<file path="src/rtl/thw_pkg.sv">
// types and constants shared by the tar header walker modules
package thw_pkg;

  localparam int BLOCK_BYTES = 512;

  localparam logic [8:0] LAST_POS    = 9'(BLOCK_BYTES - 1);
  localparam logic [8:0] NAME_END    = 9'd100;
  localparam logic [8:0] SIZE_FIRST  = 9'd124;
  localparam logic [8:0] SIZE_END    = 9'd136;
  localparam logic [8:0] TYPE_POS    = 9'd156;
  localparam logic [8:0] MAGIC_FIRST = 9'd257;
  localparam logic [8:0] MAGIC_LAST  = 9'd261;

  localparam logic [7:0] CH_NUL   = 8'h00;
  localparam logic [7:0] CH_SPACE = 8'h20;
  localparam logic [7:0] CH_SLASH = 8'h2f;
  localparam logic [7:0] CH_ZERO  = 8'h30;
  localparam logic [7:0] CH_SEVEN = 8'h37;

  localparam logic [1:0] PH_HEADER = 2'd0;
  localparam logic [1:0] PH_SKIP   = 2'd1;
  localparam logic [1:0] PH_HALT   = 2'd2;

  localparam logic [2:0] ST_STORED   = 3'd0;
  localparam logic [2:0] ST_FULL     = 3'd1;
  localparam logic [2:0] ST_END      = 3'd2;
  localparam logic [2:0] ST_BADMAGIC = 3'd3;
  localparam logic [2:0] ST_TRUNC    = 3'd4;

  localparam int CFG_W   = 9;
  localparam int TDATA_W = 88;

  typedef struct packed {
    logic       last_byte;
    logic [7:0] data_byte;
  } thw_item_t;

  typedef struct packed {
    logic [2:0]  status;
    logic [7:0]  entry_index;
    logic [31:0] data_offset;
    logic [31:0] file_size;
    logic [7:0]  type_flag;
    logic [6:0]  name_length;
    logic        needs_slash;
  } thw_result_t;

  function automatic logic [7:0] magic_char(input logic [2:0] idx);
    logic [7:0] c;
    case (idx)
      3'd0:    c = 8'h75;
      3'd1:    c = 8'h73;
      3'd2:    c = 8'h74;
      3'd3:    c = 8'h61;
      3'd4:    c = 8'h72;
      default: c = 8'h00;
    endcase
    return c;
  endfunction

endpackage

</file>
<file path="src/rtl/thw_in_stage.sv">
// input register for archive words
module thw_in_stage import thw_pkg::*; (
  input  logic      clk,
  input  logic      rst,
  input  logic      s_tvalid,
  output logic      s_tready,
  input  logic [7:0] s_tdata,
  input  logic      s_tlast,
  input  logic      advance,
  output logic      item_valid,
  output thw_item_t item
);

  assign s_tready = !item_valid || advance;

  always_ff @(posedge clk) begin
    if (rst) begin
      item_valid <= 1'b0;
    end else if (s_tready) begin
      item_valid <= s_tvalid;
    end
  end

  always_ff @(posedge clk) begin
    if (s_tvalid && s_tready) begin
      item.data_byte <= s_tdata;
      item.last_byte <= s_tlast;
    end
  end

endmodule

</file>
<file path="src/rtl/thw_walker.sv">
// header walk state and per-word next-state logic
module thw_walker import thw_pkg::*; #(
  parameter int TABLE_DEPTH = 256
) (
  input  logic             clk,
  input  logic             rst,
  input  logic             cfg_we,
  input  logic [CFG_W-1:0] cfg_data,
  input  logic             go,
  input  thw_item_t        item,
  output logic             res_valid,
  output thw_result_t      res
);

  localparam int CNT_W = $clog2(TABLE_DEPTH + 1);
  localparam logic [CFG_W-1:0] DEPTH_LIM = CFG_W'(TABLE_DEPTH);

  logic [CFG_W-1:0] max_entries;
  logic [1:0]       phase, phase_next;
  logic [8:0]       hpos, hpos_next;
  logic [32:0]      skip, skip_next;
  logic [31:0]      size_acc, size_acc_next;
  logic             size_ended, size_ended_next;
  logic             magic_ok, magic_ok_next;
  logic [7:0]       held_type, held_type_next;
  logic [6:0]       name_len, name_len_next;
  logic             name_ended, name_ended_next;
  logic             held_slash, held_slash_next;
  logic [CNT_W-1:0] entry_count, entry_count_next;
  logic [31:0]      arch_off, arch_off_next;
  logic [31:0]      hdr_start, hdr_start_next;

  logic [7:0]       b;
  logic [32:0]      skip_dec;
  logic [32:0]      skip_new;
  logic             magic_now;
  logic             clear_hdr;
  logic [CFG_W-1:0] limit;

  assign b = item.data_byte;
  assign limit = (max_entries < DEPTH_LIM) ? max_entries : DEPTH_LIM;
  assign skip_dec = (skip != '0) ? skip - 33'd1 : skip;
  assign skip_new = ({1'b0, size_acc} + 33'(LAST_POS)) & ~33'(LAST_POS);
  assign magic_now = magic_ok &&
    !(hpos >= MAGIC_FIRST && hpos <= MAGIC_LAST &&
      b != magic_char(3'(hpos - MAGIC_FIRST)));

  always_comb begin
    phase_next       = phase;
    hpos_next        = hpos;
    skip_next        = skip;
    size_acc_next    = size_acc;
    size_ended_next  = size_ended;
    magic_ok_next    = magic_ok;
    held_type_next   = held_type;
    name_len_next    = name_len;
    name_ended_next  = name_ended;
    held_slash_next  = held_slash;
    entry_count_next = entry_count;
    arch_off_next    = arch_off;
    hdr_start_next   = hdr_start;
    clear_hdr        = 1'b0;
    res_valid        = 1'b0;
    res              = '0;

    if (go) begin
      arch_off_next = arch_off + 32'd1;
      case (phase)
        PH_SKIP: begin
          skip_next = skip_dec;
          if (skip_dec == '0) begin
            phase_next = PH_HEADER;
            clear_hdr  = 1'b1;
          end else if (item.last_byte) begin
            res_valid  = 1'b1;
            res.status = ST_TRUNC;
          end
        end
        PH_HEADER: begin
          if (hpos == '0) begin
            hdr_start_next = arch_off;
          end
          if (hpos == '0 && b == CH_NUL) begin
            res_valid  = 1'b1;
            res.status = ST_END;
            phase_next = PH_HALT;
          end else begin
            if (hpos == '0) begin
              held_slash_next = (b != CH_SLASH);
            end
            if (hpos < NAME_END && !name_ended) begin
              if (b == CH_NUL) begin
                name_ended_next = 1'b1;
              end else begin
                name_len_next = name_len + 7'd1;
              end
            end
            if (hpos >= SIZE_FIRST && hpos < SIZE_END && !size_ended) begin
              if (b == CH_NUL || b == CH_SPACE) begin
                size_ended_next = 1'b1;
              end else if (b >= CH_ZERO && b <= CH_SEVEN) begin
                size_acc_next = {size_acc[28:0], b[2:0]};
              end
            end
            if (hpos == TYPE_POS) begin
              held_type_next = b;
            end
            magic_ok_next = magic_now;

            if (hpos == MAGIC_LAST && !magic_now) begin
              res_valid  = 1'b1;
              res.status = ST_BADMAGIC;
              phase_next = PH_HALT;
            end else if (hpos == LAST_POS) begin
              res_valid = 1'b1;
              skip_next = skip_new;
              if (item.last_byte && skip_new != '0) begin
                res.status = ST_TRUNC;
              end else begin
                if (CFG_W'(entry_count) < limit) begin
                  res.status       = ST_STORED;
                  res.entry_index  = 8'(entry_count);
                  entry_count_next = entry_count + CNT_W'(1);
                end else begin
                  res.status = ST_FULL;
                end
                res.data_offset = hdr_start + 32'(BLOCK_BYTES);
                res.file_size   = size_acc;
                res.type_flag   = held_type;
                res.name_length = name_len;
                res.needs_slash = held_slash;
              end
              if (skip_new != '0) begin
                phase_next = PH_SKIP;
              end else begin
                clear_hdr = 1'b1;
              end
            end else begin
              hpos_next = hpos + 9'd1;
              if (item.last_byte) begin
                res_valid  = 1'b1;
                res.status = ST_TRUNC;
              end
            end
          end
        end
        default: begin
        end
      endcase

      if (item.last_byte) begin
        phase_next     = PH_HEADER;
        skip_next      = '0;
        arch_off_next  = '0;
        hdr_start_next = '0;
        clear_hdr      = 1'b1;
      end
      if (clear_hdr) begin
        hpos_next       = '0;
        size_acc_next   = '0;
        size_ended_next = 1'b0;
        magic_ok_next   = 1'b1;
        held_type_next  = '0;
        name_len_next   = '0;
        name_ended_next = 1'b0;
        held_slash_next = 1'b0;
      end
    end
  end

  always_ff @(posedge clk) begin
    if (rst) begin
      max_entries <= CFG_W'(256);
      phase       <= PH_HEADER;
      hpos        <= '0;
      skip        <= '0;
      size_acc    <= '0;
      size_ended  <= 1'b0;
      magic_ok    <= 1'b1;
      held_type   <= '0;
      name_len    <= '0;
      name_ended  <= 1'b0;
      held_slash  <= 1'b0;
      entry_count <= '0;
      arch_off    <= '0;
      hdr_start   <= '0;
    end else begin
      if (cfg_we) begin
        max_entries <= cfg_data;
      end
      phase       <= phase_next;
      hpos        <= hpos_next;
      skip        <= skip_next;
      size_acc    <= size_acc_next;
      size_ended  <= size_ended_next;
      magic_ok    <= magic_ok_next;
      held_type   <= held_type_next;
      name_len    <= name_len_next;
      name_ended  <= name_ended_next;
      held_slash  <= held_slash_next;
      entry_count <= entry_count_next;
      arch_off    <= arch_off_next;
      hdr_start   <= hdr_start_next;
    end
  end

endmodule

</file>
<file path="src/rtl/thw_out_stage.sv">
// result register driving the output stream
module thw_out_stage import thw_pkg::*; (
  input  logic               clk,
  input  logic               rst,
  input  logic               load,
  input  thw_result_t        res,
  output logic               m_tvalid,
  input  logic               m_tready,
  output logic [TDATA_W-1:0] m_tdata,
  output logic [2:0]         m_tuser,
  output logic               advance
);

  thw_result_t held;

  assign advance = !m_tvalid || m_tready;
  assign m_tuser = held.status;
  assign m_tdata = {held.needs_slash, held.name_length, held.type_flag,
                    held.file_size, held.data_offset, held.entry_index};

  always_ff @(posedge clk) begin
    if (rst) begin
      m_tvalid <= 1'b0;
    end else if (load) begin
      m_tvalid <= 1'b1;
    end else if (m_tready) begin
      m_tvalid <= 1'b0;
    end
  end

  always_ff @(posedge clk) begin
    if (load) begin
      held <= res;
    end
  end

endmodule

</file>
<file path="src/rtl/tar_header_walker.sv">
// top level of the ustar header walker
// path: an archive word is held in the input register, and the result word it causes is held in the result register
// throughput: one archive word per cycle, stalled only while a result waits on m_tready
// reset: rst clears all walk state, the entry count and the result valid flag,
// and sets max_entries to 256; no clearing pass, words are taken on the next cycle
module tar_header_walker import thw_pkg::*; #(
  parameter int TABLE_DEPTH = 256
) (
  input  logic               clk,
  input  logic               rst,
  input  logic               s_tvalid,
  output logic               s_tready,
  input  logic [7:0]         s_tdata,   // data_byte
  input  logic               s_tlast,
  output logic               m_tvalid,
  input  logic               m_tready,
  output logic [TDATA_W-1:0] m_tdata,   // entry_index, data_offset, file_size,
                                        // type_flag, name_length, needs_slash
  output logic [2:0]         m_tuser,   // status
  input  logic               cfg_valid,
  output logic               cfg_ready,
  input  logic [CFG_W-1:0]   cfg_data
);

  logic        advance;
  logic        item_valid;
  thw_item_t   item;
  logic        go;
  logic        res_valid;
  thw_result_t res;

  assign cfg_ready = 1'b1;
  assign go = item_valid && advance;

  thw_in_stage u_in (
    .clk        (clk),
    .rst        (rst),
    .s_tvalid   (s_tvalid),
    .s_tready   (s_tready),
    .s_tdata    (s_tdata),
    .s_tlast    (s_tlast),
    .advance    (advance),
    .item_valid (item_valid),
    .item       (item)
  );

  thw_walker #(
    .TABLE_DEPTH (TABLE_DEPTH)
  ) u_walk (
    .clk       (clk),
    .rst       (rst),
    .cfg_we    (cfg_valid && cfg_ready),
    .cfg_data  (cfg_data),
    .go        (go),
    .item      (item),
    .res_valid (res_valid),
    .res       (res)
  );

  thw_out_stage u_out (
    .clk      (clk),
    .rst      (rst),
    .load     (go && res_valid),
    .res      (res),
    .m_tvalid (m_tvalid),
    .m_tready (m_tready),
    .m_tdata  (m_tdata),
    .m_tuser  (m_tuser),
    .advance  (advance)
  );

endmodule

</file>
<file path="config.mk">
export PLATFORM = sky130hd
export DESIGN_NAME = tar_header_walker
export DESIGN_NICKNAME = d
export VERILOG_FILES = /design/src/rtl/thw_pkg.sv /design/src/rtl/thw_in_stage.sv /design/src/rtl/thw_walker.sv /design/src/rtl/thw_out_stage.sv /design/src/rtl/tar_header_walker.sv
export SDC_FILE = /design/constraint.sdc
export NUM_CORES = 1
export LEC_CHECK = 0
export ABC_AREA = 1
export BUFFER_PORTS_ARGS = -buffer_cell sky130_fd_sc_hd__buf_2
export CORE_MARGIN = 2
export CORE_UTILIZATION = 30
export CTS_CLUSTER_DIAMETER = 120
export DETAILED_ROUTE_END_ITERATION = 7
export GPL_TIMING_DRIVEN = 0
export SLEW_MARGIN = 25
export SYNTH_ARGS = -nofsm -noshare
export SYNTH_HDL_FRONTEND = slang
export SYNTH_HIERARCHICAL = 1
export SYNTH_SLANG_ARGS = --single-unit
</file>
<file path="constraint.sdc">
create_clock -name clk -period 9.4 [get_ports clk]
set_input_delay 0.47 -clock clk [delete_from_list [all_inputs] [get_ports clk]]
set_output_delay 0.47 -clock clk [all_outputs]
set_load 0.05 [all_outputs]
</file>
==> results.toml <==
[status]
run_status = "finished clean"

[placement]
place.port_buffers = 115
placed_cells = 2864
last_weighted_congestion_value_of_the_routability_driven_placer = 0.9549
post-dp-hpwl_mm = 35.06
pre_cts_slack_ns = 5.308

[sta]
max_slew_margin_pct = 34.71
fin_skew_ns = 0.01224
timing.final.max_slew_violations = 0
unrepaired_setup_endpoints_after_global_routing = "no"
timing.final.setup_violations = 0
holdWs_ns = 0.07884
highest_clock_rate_mhz = 254.4
post-route-worst-setup-slack_ns = 5.469
worst-slew-pin-transition_ns = 0.9794
final-hold-violation-count = 0
setup-tns-final_ns = 0
post-route-period-util_pct = 41.81
fin_crit_ns = 3.931

[finish]
num-nets-final = 2278
final_util_pct = 35.44
layoutNonFillerInstCount = 2918
drive_gt1_share_pct = 10.25
synthToLayoutAreaGrowth_pct = 16.54
antenna-diode-count = 0
fillerInstances = 5258

[yosys]
synthDominantCellAreaShare_pct = 24.02
yosys.area.top_type = "dfxtp_1"
count_of_flip_flops_with_a_built_in_enable_after_synthesis = 100
synthesis.area_mm2 = 0.01492
number_of_storage_elements_in_the_synthesis_netlist = 279
synth_cell_type_count = 47
seq_total_area_yosys_pct = 44.15
syn_area_per_cell_um2 = 7.165
syn-instance-count = 2082
dominantRegCellSynth = "dfxtp_1"
postSynthNetCount = 2129
synth_top_cells_by_area = "dfxtp_1 24%, edfxtp_1 20%, nand2_1 13%, nor2_1 9.2%, inv_1 6.1%"
synthesis.yosys.warnings = 6
synth-async-reset-ratio_pct = 0

[detailed_routing]
detail_route.vias_per_cell = 4.869
antenna_violating_nets_post_route = 0
drt-initial-drc-count = 1193
drt_first_pass_iters = 5
drt-wirelength-per-cell_um = 15.56
routed-via-count = 14210
post-route-drc-count = 0
routed_wl_mm = 45.42

[power_and_ir_drop]
leakagePower_nw = 7.231
power-per-cell-area_mw_per_mm2 = 172.9
power.sequential.fraction_pct = 44.0
power_switching_mw = 0.8772
clock_power_share_pct = 39.9
p_int_mw = 2.129
max-vdd-ir-drop_mv = 0.1212
netSwitchingFraction_pct = 29.18
combPwrFrac_pct = 16.1

[critical_path]
cp_max_fo = 10
critical_path_class = "reg2reg"
cp.arrival_ns = 4.21
crit_path_end_kind = "flip-flop"
cp.required_ns = 9.68
critPathLaunchType = "flip-flop"

[clock_network]
ctsHoldBuffers = 0
clk_transition_reported_paths_ns = 0.07
clock_insertion_delay_worst_skew_ns = 0.57
root_buffer = "clkbuf_16"
tritoncts.num_buffers = 29
cts_h_tree_lvls = 1
cts.sink_count = 279
post_cts_resized = 0
cts-root-to-sink-buffers = 3
tritoncts = "yes"
cts_post_setup_buffers_inserted = 0

[floorplan]
io-pin-count = 117
start_util_pct = 30.41
fp.dieW_um = 227.0
dieHeight_um = 227.0
core_area_mm2 = 0.04905
dieArea_mm2 = 0.05152
placement_rows = 81

[global_route]
grt-ovfl-total = 0
grt_pass1_wl_mm = 72.02
grt_use_total_pct = 17.60
via_count_of_the_first_global_routing_pass = 13630
grt_start_max_net_pins = 28
grt_antenna_before_repair = 0

[run]
maxCapViolCount = 0

[min_path]
worstHoldPathType = "in2reg"
## area by class of cell
| cell class | count | area (µm²) | share of cell area, % |
|---|---|---|---|
| timing repair buffer | 118 | 643.1 | 3.699 |
| inverter | 248 | 930.9 | 5.355 |
| multi-input combinational | 1485 | 7064 | 40.64 |
| buffer | 70 | 344.1 | 1.979 |
| clock inverter | 15 | 181.4 | 1.044 |
| sequential | 279 | 6586 | 37.89 |
| tap | 664 | 830.8 | 4.779 |
| clock buffer | 39 | 803.3 | 4.621 |
## registers in the layout (all words and copies together), names as in the netlist
signal,cells
u_in/item,9
u_in/item_valid,1
u_out/m_tdata,88
u_out/m_tuser,3
u_out/m_tvalid,1
u_walk/arch_off,32
u_walk/entry_count,9
u_walk/hdr_start,32
u_walk/held_slash,1
u_walk/held_type,8
u_walk/hpos,9
u_walk/magic_ok,1
u_walk/max_entries,9
u_walk/name_ended,1
u_walk/name_len,7
u_walk/phase,2
u_walk/size_acc,32
u_walk/size_ended,1
u_walk/skip,33
## power by group through the flow
stage,clock [mW],sequential [mW],combinational [mW]
floorplan,0,1.34,0.338
global placement,0,1.35,0.474
detailed placement,0,1.35,0.477
CTS,1.23,1.32,0.480
global route,1.28,1.33,0.549
finish,1.20,1.32,0.485
## worst paths after layout
path                                              startpoint                            to  slack (ns)  cells past startpoint
worst max-delay path             u_walk/hpos[1]$_SDFFE_PP0P_   u_out/m_tdata[71]$_DFFE_PP_        5.47                     13
worst min-delay path                              s_tdata[2]        u_in/item[2]$_DFFE_PP_        0.08                      1
worst max register to register   u_walk/hpos[1]$_SDFFE_PP0P_   u_out/m_tdata[71]$_DFFE_PP_        5.47                     13
worst min register to register  u_walk/magic_ok$_SDFFE_PP1P_  u_walk/magic_ok$_SDFFE_PP1P_        0.46                      2
## cells by family (layout without fill, tap and decap cells)
kind of cell | count (synthesis) | count (layout) | synth area share (%)
compound gates | 282 | 282 | 11.24
xor+xnor | 31 | 31 | 1.820
fa+ha+maj | 24 | 24 | 2.013
buf+inv | 318 | 490 | 8.547
flops | 279 | 279 | 44.15
other cells | 1 | 1 | 0.02514
simple gates | 1147 | 1147 | 32.20
## placed cells by master, fill, tap and decap left out, types with 3 or more instances in the layout
cell type  instances
ha_1              24
dfxtp_1          179
nand3_1          129
xor2_1            25
edfxtp_1         100
nor2_4             3
clkinv_2           8
nor2_1           364
a221oi_1           4
and2_1             3
clkbuf_8           4
nor2_2            12
o21ai_0           66
buf_6              5
o22ai_1            5
clkinv_1           3
inv_2              5
nand2_4            4
a31oi_1           10
nor4_1             9
nand2_1          519
clkbuf_16         29
bufinv_16          4
buf_1              5
nand4_1           41
a211oi_1          66
a21oi_2            4
xnor2_1            6
a21oi_1          104
o211ai_1          10
inv_1            241
o21ai_1            5
nor3_1            45
clkbuf_1          45
nand2_2            8
nor3b_1            5
buf_2            129
buf_4              7
## per-layer routing
metal	routed length (µm)	GRT usage, %	vias up
li1	-	-	7106
met1	20190	22.86	6657
met2	21140	29.40	369
met3	2549	3.020	76
met4	1536	6.388	0
met5	0	0	-
## critical path: stages (launching register included)
cell and delay (ns):
dfxtp_1 0.37, inv_1 0.22, ha_1 0.22, nand2_1 0.08, nor4_1 0.33, inv_1 0.14
nor2_1 0.14, nor2_1 0.05, inv_1 0.21, nor2_1 0.18, nand3_2 0.27, clkbuf_1 0.67
buf_1 0.54, nor2_1 0.20
## Yosys cell counts (all sizes together) (3+ instances only)
cell type,count
nor4,9
a211oi,66
xnor2,6
dfxtp,179
nor3,45
o21ai,72
a221oi,4
a31oi,10
and2,3
nand2,531
xor2,25
clkbuf,39
nand4,41
nor2,379
a21oi,108
buf,31
o211ai,11
edfxtp,100
nor3b,5
nand3,131
ha,24
inv,246
o22ai,5
## stage by stage
stage | power, mW | area [µm²]
floorplan | 1.676 | 14920
global placement | 1.822 | 16320
detailed placement | 1.824 | 16400
CTS | 3.034 | 17380
global route | 3.155 | 17380
finish | 3.007 | 17380
No activity file was read; power rests on OpenSTA's default activity.
